### src/rtl/core/utf8_latin1_glyph_mapper_defines.svh
// ----------------------------------------------------------------------------
// UTF-8 to Latin-1 glyph mapper: assertion macros
// Clocked, reset-qualified assertion wrappers shared by the RTL.
// ----------------------------------------------------------------------------
`ifndef UTF8_LATIN1_GLYPH_MAPPER_DEFINES_SVH
`define UTF8_LATIN1_GLYPH_MAPPER_DEFINES_SVH

// property must hold at every clock edge outside reset
`define U8GM_ASSERT(lbl, prop, msg) \
	lbl: assert property (@(posedge clk) disable iff (!arst_n) (prop)) else $error(msg);

// condition must never be seen at a clock edge outside reset
`define U8GM_NEVER(lbl, cond, msg) \
	lbl: assert property (@(posedge clk) disable iff (!arst_n) !(cond)) else $error(msg);

`endif

### src/rtl/core/u8gm_pkg.sv
// ----------------------------------------------------------------------------
// UTF-8 to Latin-1 glyph mapper package
// Shared types, register indices and character constants.
// ----------------------------------------------------------------------------
package u8gm_pkg;

	typedef logic [7:0] byte_t;
	typedef logic [1:0] res_cnt_t;

	localparam int unsigned RES_MAX = 3;

	localparam byte_t QMARK           = 8'h3F;
	localparam byte_t FIRST_GLYPH_RST = 8'd32;
	localparam byte_t LAST_GLYPH_RST  = 8'd126;

	typedef enum logic {
		REG_FIRST_GLYPH = 1'b0,
		REG_LAST_GLYPH  = 1'b1
	} cfg_reg_t;

	function automatic logic is_cont(input byte_t b);
		return (b & 8'hC0) == 8'h80;
	endfunction

	function automatic logic is_lead2(input byte_t b);
		return (b & 8'hE0) == 8'hC0;
	endfunction

	function automatic logic is_lead3(input byte_t b);
		return (b & 8'hF0) == 8'hE0;
	endfunction

endpackage

### src/rtl/core/utf8_latin1_glyph_mapper.sv
// After its byte is accepted, a result is registered in the decode stage, then in the
// output register. Bytes are taken one per cycle while the output is not stalled; a
// byte that yields several results holds the decode stage while they leave the output
// register one per cycle. Bytes that only open or extend a sequence yield no result.
// Reset drops any pending sequence and loads first/last glyph codes 32 and 126.
// ----------------------------------------------------------------------------
// UTF-8 to Latin-1 glyph mapper
// Decodes 1- to 3-byte UTF-8, clamps to Latin-1 and maps to a glyph offset.
// ----------------------------------------------------------------------------
`include "utf8_latin1_glyph_mapper_defines.svh"

module utf8_latin1_glyph_mapper
	import u8gm_pkg::*;
(
	input  logic        clk,
	input  logic        arst_n,
	input  logic        cfg_valid,
	output logic        cfg_ready,
	input  logic        cfg_index,
	input  logic [7:0]  cfg_data,
	input  logic        s_axis_tvalid,
	output logic        s_axis_tready,
	input  logic [7:0]  s_axis_tdata,  // [7:0] text_byte
	input  logic        s_axis_tlast,  // end_of_text
	output logic        m_axis_tvalid,
	input  logic        m_axis_tready,
	output logic [15:0] m_axis_tdata,  // [7:0] code_point, [15:8] glyph_index
	output logic        m_axis_tuser,  // has_glyph
	output logic        m_axis_tlast   // run_last
);

	byte_t    first_glyph_q, last_glyph_q;
	byte_t    held_lead_q, held_second_q;
	res_cnt_t held_count_q;

	logic     valid_s1;
	res_cnt_t n_s1, ptr_s1;
	byte_t    cp_s1 [RES_MAX];

	logic     valid_s2;
	byte_t    code_s2, glyph_s2;
	logic     has_s2, last_s2;

	logic     s_accept, s2_free, s2_load, s1_last, s1_drain;
	byte_t    in_byte;
	res_cnt_t cnt_eff, k, n_new, nxt_count;
	logic     has_v, do_fresh;
	byte_t    v, nxt_lead, nxt_second;
	byte_t    cp_new [RES_MAX];
	byte_t    cur_cp, look;
	logic     cur_in, look_in;

	assign cfg_ready = 1'b1;

	always_ff @(posedge clk or negedge arst_n) begin
		if (!arst_n) begin
			first_glyph_q <= FIRST_GLYPH_RST;
			last_glyph_q  <= LAST_GLYPH_RST;
		end else if (cfg_valid && cfg_ready) begin
			case (cfg_index)
				REG_FIRST_GLYPH: first_glyph_q <= cfg_data;
				REG_LAST_GLYPH:  last_glyph_q  <= cfg_data;
				default: ;
			endcase
		end
	end

	// decode
	assign in_byte = s_axis_tdata;
	assign cnt_eff = (held_count_q == 2'd3) ? 2'd2 : held_count_q;

	always_comb begin
		k          = '0;
		has_v      = 1'b0;
		v          = in_byte;
		do_fresh   = 1'b0;
		nxt_count  = held_count_q;
		nxt_lead   = held_lead_q;
		nxt_second = held_second_q;
		if (s_axis_tlast) begin
			k          = cnt_eff;
			nxt_count  = '0;
			nxt_lead   = '0;
			nxt_second = '0;
		end else if (cnt_eff == 2'd0) begin
			do_fresh = 1'b1;
		end else if (!is_cont(in_byte)) begin
			k         = cnt_eff;
			nxt_count = '0;
			do_fresh  = 1'b1;
		end else if (cnt_eff == 2'd1 && is_lead2(held_lead_q)) begin
			has_v     = 1'b1;
			v         = (held_lead_q[4:2] != 3'd0) ? QMARK
				: {held_lead_q[1:0], in_byte[5:0]};
			nxt_count = '0;
		end else if (cnt_eff == 2'd1) begin
			nxt_second = in_byte;
			nxt_count  = 2'd2;
		end else begin
			has_v     = 1'b1;
			v         = (held_lead_q[3:0] != 4'd0 || held_second_q[5:2] != 4'd0) ? QMARK
				: {held_second_q[1:0], in_byte[5:0]};
			nxt_count = '0;
		end
		if (do_fresh) begin
			if (!in_byte[7]) begin
				has_v = 1'b1;
				v     = in_byte;
			end else if (is_lead2(in_byte) || is_lead3(in_byte)) begin
				nxt_lead  = in_byte;
				nxt_count = 2'd1;
			end else begin
				has_v = 1'b1;
				v     = QMARK;
			end
		end
	end

	assign n_new = k + res_cnt_t'(has_v);

	always_comb begin
		for (int i = 0; i < RES_MAX; i++) begin
			cp_new[i] = (res_cnt_t'(i) < k) ? QMARK : v;
		end
	end

	// handshake
	assign s2_free       = !valid_s2 || m_axis_tready;
	assign s2_load       = valid_s1 && s2_free;
	assign s1_last       = (ptr_s1 == n_s1 - 2'd1);
	assign s1_drain      = s2_load && s1_last;
	assign s_axis_tready = !valid_s1 || s1_drain;
	assign s_accept      = s_axis_tvalid && s_axis_tready;

	always_ff @(posedge clk or negedge arst_n) begin
		if (!arst_n) begin
			held_count_q <= '0;
		end else if (s_accept) begin
			held_count_q <= nxt_count;
		end
	end

	always_ff @(posedge clk) begin
		if (s_accept) begin
			held_lead_q   <= nxt_lead;
			held_second_q <= nxt_second;
		end
	end

	// decode stage
	always_ff @(posedge clk or negedge arst_n) begin
		if (!arst_n) begin
			valid_s1 <= 1'b0;
			ptr_s1   <= '0;
			n_s1     <= '0;
		end else if (s_accept && n_new != 2'd0) begin
			valid_s1 <= 1'b1;
			ptr_s1   <= '0;
			n_s1     <= n_new;
		end else if (s1_drain) begin
			valid_s1 <= 1'b0;
		end else if (s2_load) begin
			ptr_s1 <= ptr_s1 + 2'd1;
		end
	end

	always_ff @(posedge clk) begin
		if (s_accept && n_new != 2'd0) begin
			cp_s1 <= cp_new;
		end
	end

	// glyph lookup
	assign cur_cp  = cp_s1[ptr_s1];
	assign cur_in  = (cur_cp >= first_glyph_q) && (cur_cp <= last_glyph_q);
	assign look    = cur_in ? cur_cp : QMARK;
	assign look_in = (look >= first_glyph_q) && (look <= last_glyph_q);

	// output register
	always_ff @(posedge clk or negedge arst_n) begin
		if (!arst_n) begin
			valid_s2 <= 1'b0;
		end else if (s2_load) begin
			valid_s2 <= 1'b1;
		end else if (m_axis_tready) begin
			valid_s2 <= 1'b0;
		end
	end

	always_ff @(posedge clk) begin
		if (s2_load) begin
			code_s2  <= cur_cp;
			glyph_s2 <= look_in ? look - first_glyph_q : '0;
			has_s2   <= look_in;
			last_s2  <= s1_last;
		end
	end

	assign m_axis_tvalid = valid_s2;
	assign m_axis_tdata  = {glyph_s2, code_s2};
	assign m_axis_tuser  = has_s2;
	assign m_axis_tlast  = last_s2;

	`U8GM_ASSERT(a_ptr_in_run, valid_s1 |-> (n_s1 != 2'd0 && ptr_s1 < n_s1), "result pointer past run")
	`U8GM_NEVER(a_count_three, held_count_q == 2'd3, "pending count reached three")
	`U8GM_ASSERT(a_run_continues, (s2_load && !s1_last) |=> valid_s1, "decode stage lost a result")
	`U8GM_ASSERT(a_eot_clears, (s_accept && s_axis_tlast) |=> held_count_q == 2'd0, "flush left bytes pending")
	`U8GM_ASSERT(a_no_glyph_zero, (valid_s2 && !has_s2) |-> glyph_s2 == 8'd0, "missing glyph with nonzero index")

endmodule

### config.mk
export PLATFORM = sky130hd
export DESIGN_NAME = utf8_latin1_glyph_mapper
export DESIGN_NICKNAME = d
export VERILOG_FILES = /design/src/rtl/core/u8gm_pkg.sv /design/src/rtl/core/utf8_latin1_glyph_mapper.sv
export VERILOG_INCLUDE_DIRS = /design/src /design/src/rtl/core
export SDC_FILE = /design/constraint.sdc
export NUM_CORES = 1
export LEC_CHECK = 0
export ABC_AREA = 1
export BUFFER_PORTS_ARGS = -buffer_cell sky130_fd_sc_hd__buf_2
export CAP_MARGIN = 0
export CORE_MARGIN = 2
export CORE_UTILIZATION = 55
export CTS_CLUSTER_DIAMETER = 40
export DETAILED_ROUTE_END_ITERATION = 7
export GPL_ROUTABILITY_DRIVEN = 0
export PLACE_DENSITY = 0.87
export SLEW_MARGIN = 5
export SYNTH_ARGS = -nofsm -noshare
export SYNTH_HDL_FRONTEND = slang
export SYNTH_SLANG_ARGS = --single-unit
### constraint.sdc
create_clock -name clk -period 10.13 [get_ports clk]
set_input_delay 1.013 -clock clk [delete_from_list [all_inputs] [get_ports clk]]
set_output_delay 1.013 -clock clk [all_outputs]
set_load 0.02 [all_outputs]
---- Yosys cells after proc, flatten, opt, wreduce, memory -nomap -nowiden ----
Index checks and enable logic that the tools add are counted.
storage, ports and cells
  output and inout bits ................... 21
  bits of input ports ..................... 23
  flip-flop bits (word level) ............. 80
operators by class
  add/subtract/negate cells ............... 4
  reductions and logical operators ........ 27
  eq/ne operators ......................... 10
  multiplexer cells ....................... 52
  bitwise logic cells ..................... 2
  order comparisons ....................... 8
operators with widths
  kind                                                                 count
  8-bit two-way mux                                                    17
  2-bit two-way mux                                                    15
  6-bit two-way mux                                                    4
  8-bit binary-select mux with 2-bit select                            1
  8-bit greater-or-equal comparator                                    2
  8-bit less-or-equal comparator                                       2
  1-bit two-way mux                                                    15
  2-bit nonzero test                                                   6
  4-bit nonzero test                                                   2
  8-bit subtractor                                                     1
  1-bit logical AND                                                    7
  3-bit equality test, second input constant                           2
  2-bit AND reduction                                                  3
  5-bit AND reduction                                                  1
  2-bit equality test, second input constant                           2
  4-bit equality test, second input constant                           1
  1-bit logical OR                                                     4
  1-bit by 2-bit < comparator with 1-bit output, first input constant  2
  2-bit != test, second input constant                                 2
  3-bit greater-or-equal comparator, second input constant             1
  2-bit NOT with 3-bit output                                          1
  3-bit nonzero test                                                   1
  2-bit by 1-bit adder with 2-bit output                               1
  2-bit by 1-bit adder with 2-bit output, second input constant        1
  other kinds (8)                                                      9

---- Depth between registers and ports, before layout ----
  depth in word-level cells ............... 16
  gate-level depth with buffers ........... 24
  gate-level depth less buffers ........... 23

---- Worst setup path before layout ----
Ideal clock, no wire load.
  path kind ............................... register to register
  start ................................... register ptr_s1[0]
  end ..................................... register glyph_s2[0], data pin
  cell stages (with the launch flop) ...... 21
  buffers on the path ..................... 1
  setup slack ............................. 6.653 ns
  setup time .............................. 0.260 ns
  arrival time ............................ 3.217 ns
  clock period less this slack ............ 3.477 ns
  cell sequence ........................... dfrtp_1 > clkbuf_1 > or2_2 > a32oi_1 > inv_1 > ha_1 > nand2_1 > nor2_1 > nand4_1 > nand3_1 > nand2_1 > nor2_1 > ha_1 > inv_1 > fa_1 > nand2_1 > nand2_1 > nand2_1 > nand3_1 > nand2_1 > nor2_1
on the way
  cells in the longest elaborated chain, start to end .. 9
  elaborated cells between the ends (all ways) .. 12
  those cells by class .................... add/sub: 1; order compare: 4; mux: 4; bitwise: 1; reduce/logical: 2
ends and longest elaborated chain
  item                                                                                 line                             RTL
  start: declaration                                                                   utf8_latin1_glyph_mapper.sv:37   res_cnt_t n_s1, ptr_s1;
  start signal: assignment                                                             utf8_latin1_glyph_mapper.sv:163  ptr_s1 <= ptr_s1 + 2'd1;
  2-bit NOT with 3-bit output (implied by the code) (*)                                utf8_latin1_glyph_mapper.sv:174  assign cur_cp = cp_s1[ptr_s1];
  8-bit binary-select mux with 2-bit select (*)                                        utf8_latin1_glyph_mapper.sv:174
  8-bit two-way mux (implied by the code) (*) (2 in a row)                             utf8_latin1_glyph_mapper.sv:174
  net cur_cp[7]                                                                        utf8_latin1_glyph_mapper.sv:50   byte_t cur_cp, look;
  8-bit greater-or-equal comparator or 8-bit less-or-equal comparator (tied branches)  utf8_latin1_glyph_mapper.sv:175  assign cur_in = (cur_cp >= first_glyph_q) && (cur_cp <= last_glyph_q);
  1-bit logical AND                                                                    utf8_latin1_glyph_mapper.sv:175
  8-bit two-way mux (*)                                                                utf8_latin1_glyph_mapper.sv:176  assign look = cur_in ? cur_cp : QMARK;
  8-bit greater-or-equal comparator or 8-bit less-or-equal comparator (tied branches)  utf8_latin1_glyph_mapper.sv:177  assign look_in = (look >= first_glyph_q) && (look <= last_glyph_q);
  1-bit logical AND                                                                    utf8_latin1_glyph_mapper.sv:177
  end signal: assignment                                                               utf8_latin1_glyph_mapper.sv:193  glyph_s2 <= look_in ? look - first_glyph_q : '0;
  end: declaration                                                                     utf8_latin1_glyph_mapper.sv:41   byte_t code_s2, glyph_s2;
Mark *: on every way through the listed nets, which the timed path passes. The rest lies on a longest branch. The select of a mux whose other input is x is not followed.
A chain may end at the register's enable or synchronous reset.

---- Worst setup path after layout ----
  start ................................... register ptr_s1[0]
  end ..................................... register glyph_s2[3], data pin
The elaborated chain is that of the path after synthesis.

==> run metrics <==
status=finished, final reports clean; fin worst setup slack=6.02 ns; clock slew at reported path FFs=0.08 ns; CP peak stage delay=roughly 0.57 ns; Synth Area in XOR/XNOR=0.576%; Critical Path Start Type=register; Adder-Cell Fraction of Synth Area=roughly a tenth; multiplexer share of the synthesized area=0%; Cells after DPL=643; Die Y-Extent=95.1 um; CTS Buffer Depth=2; clock skew=0.00809 ns; pin count of the biggest net entering global routing=26; All-Layer GR Usage=22.8%; Num CTS Buffers=9; Mapped Cells=503; Critical Path RT=around 10 ns; Pwr Density=309 nW/um^2; crit-path max FO=14; relative slew slack=61.7%; worst-margin pin slew=0.572 ns; Leak=approximately 2.4 nW; syn nets=between 500 and 600; fmax=0.243 GHz; CP endpoint kind=register; CP arrival=approximately 4.2 ns; number of synthesized register bits=80; Netlist cell types=37; # Post-CTS Setup Buffers=0; vias per inst=5.43; vias=around 3,600; RSZ-0062 raised after global routing=no; Cell Rows=33; Final Slew Violations=0; Clock Latency Late Sink=around 0.35 ns; Mean Syn Cell Area=9.07 um^2; Netlist Area Pre-Place=4560 um^2; I/O Buffers=42; global route overflow=0; Slowest-stage cell, CP=dfrtp_1; Resize count post-CTS=0; largest family of logic cells by synthesized area=simple AND/OR/NAND/NOR gates; area of the multi-input gates=~1900 um^2; layout cell share with drive strength beyond 1=between 10% and 20%; post-synth top area share=36.9%; CP top delay family=simple AND/OR/NAND/NOR gates; register area share after synthesis=50.2%; initial DRC count=214; total area of sequential cells=roughly 2300 um^2; Core Region=8130 um^2; Remaining DRCs=0; Initial Utilization=56.1%; nets@finish=606; routed length per placed instance=14.2 um; Top Ports=44; Worst Path Class, Setup=reg -> reg; die span in x=95.1 um; CP most frequent cell=nand2_1; VDD IR max=0.108 mV; Setup TNS=0 ns; Area Overhead vs Synth=10.6%; dpl hpwl=7210 um; Fin. Hold Viols=0; hold crit path type=reg -> reg; TritonCTS clock tree=done; max_cap viols=0; die area=9040 um^2; Crit path buffers/inverters=3; hold buffers post-CTS=0; Final Critical Period=between 4 and 5 ns; vias in the first global route=3,581; commonest non-fill, non-tap cell in the layout=nand2_1; # diodes=0; clock sink total=80; leading area contributor after synthesis=edfxtp_1; fin crit share=about 40%; Detailed Route WL=9340 um; DRT Pass-1 Iters=8; non-filler cells in the finished layout=659; Setup WS pre-CTS=6.14 ns; CTS root buf=clkbuf_8; post-route ant nets=0; compound-gate portion of the synthesized area=8.55%; Filler cells=655; largest cells by area after synthesis=edfxtp_1 37%, dfrtp_1 9.3%, ha_1 9.0%, nand2_1 8.6%, inv_1 5.8%; Post-Synth Simple-Gate Area=23.2%; YS warnings=0; most frequent cells in the layout=104 x nand2_1, 71 x inv_1, 56 x edfxtp_1, 42 x nand3_1, 42 x buf_2; htree depth=3; initial antenna violation count=0; first-pass GRT wire length=between 15,000 and 20,000 um; final setup vio count=0; critical path cell sequence=inv_2, or2_1, a32oi_1, inv_1, ha_1, a21oi_1, o21ai_0, nand2_1, nand3_1, nand2_1, nor2_1, ha_1, inv_1, fa_1, nand2_1, nand2_1, nand2_1, nand3_1, nand2_1, nor2_1
## per-stage QoR
stage               total power [mW]  hold slack [ns]  cell area (um^2)  utilization (%)
finish                          1.56            0.494              5050             62.1
global route                    1.70            0.516              5050             62.1
CTS                             1.56            0.497              5050             62.1
detailed placement              1.33            0.476              4860             59.8
global placement                1.28            0.470              4860             59.8
floorplan                       1.13            0.453              4560                -
## cells by family after synthesis
logic type,after synthesis
AND/OR/NAND/NOR,227
buffers and inverters,91
flip-flops,80
AO/OA/AOI/OAI,67
adder cells (fa/ha/maj),34
XOR/XNOR,3
other,1
## layer usage
layer,routed length [um],part of all wire [%],vias up,global-route usage [%]
met2,4690,50,122,39.7
met5,0,0,-,0
li1,-,-,1757,-
met4,411,4.4,0,13.3
met1,3800,41,1666,25.8
met3,445,4.8,35,4.90
## cell type report
class	count	area share [%]
clock buffers	12	3.10
clock inverters	4	0.521
inverters	83	6.17
multi-input cells	332	37.9
flip-flops and latches	80	45.4
well taps	105	2.60
repair buffers	43	4.31
## flip-flops by register name, summed over array words and instances (netlist names), 2 cells and up
register and flops:
held_lead_q 8, code_s2 8, held_second_q 6, cp_s1 24
last_glyph_q 8, n_s1 2, first_glyph_q 8, held_count_q 2
glyph_s2 8, ptr_s1 2
## synth_stat cells
| master | n |
|---|---|
| xor2_1 | 1 |
| fa_1 | 1 |
| edfxtp_1 | 56 |
| or2_1 | 8 |
| nor2_4 | 4 |
| a32oi_2 | 1 |
| buf_6 | 1 |
| or2_0 | 1 |
| nand2_1 | 104 |
| nor3_1 | 2 |
| buf_2 | 2 |
| o211ai_1 | 1 |
| xnor2_1 | 2 |
| a32oi_1 | 7 |
| inv_2 | 12 |
| buf_4 | 2 |
| nand2_4 | 4 |
| o21a_1 | 2 |
| a21oi_1 | 23 |
| nand3b_1 | 1 |
| o21ai_1 | 5 |
| ha_1 | 33 |
| conb_1 | 1 |
| inv_1 | 71 |
| clkbuf_1 | 3 |
| dfstp_2 | 7 |
| or2_2 | 9 |
| o21ai_0 | 25 |
| nand4_1 | 8 |
| nand3_2 | 1 |
| o21bai_1 | 1 |
| a21oi_2 | 1 |
| nand2_2 | 7 |
| o2111ai_1 | 1 |
| nand3_1 | 42 |
| nor2_1 | 36 |
| dfrtp_1 | 17 |
## final timing paths
kind | slack (ns) | end | cells past startpoint | from
setup / recovery | 6.02 | glyph_s2[3]$_SDFFCE_PN0P_ | 20 | ptr_s1[0]$_DFFE_PN0P_
hold / removal | 0.49 | first_glyph_q[2]$_DFFE_PN0P_ | 2 | first_glyph_q[2]$_DFFE_PN0P_
setup reg to reg | 6.02 | glyph_s2[3]$_SDFFCE_PN0P_ | 20 | ptr_s1[0]$_DFFE_PN0P_
hold reg to reg | 0.49 | first_glyph_q[2]$_DFFE_PN0P_ | 2 | first_glyph_q[2]$_DFFE_PN0P_
max in group asynchronous | 9.13 | first_glyph_q[5]$_DFFE_PN1P_ | 1 | arst_n
min in group asynchronous | 0.63 | first_glyph_q[2]$_DFFE_PN0P_ | 1 | arst_n
## worst min-delay path: stages (launching register included)
cell and delay [ns]:
dfrtp_1 0.35, nand2_1 0.05, o21ai_0 0.06
## power breakdown
group / total (mW) / internal (mW) / switching (mW)
clock network: 0.224 / 0.105 / 0.119
logic: 0.813 / 0.281 / 0.532
registers: 0.521 / 0.480 / 0.0411
Power figures use the tool's default switching activity.
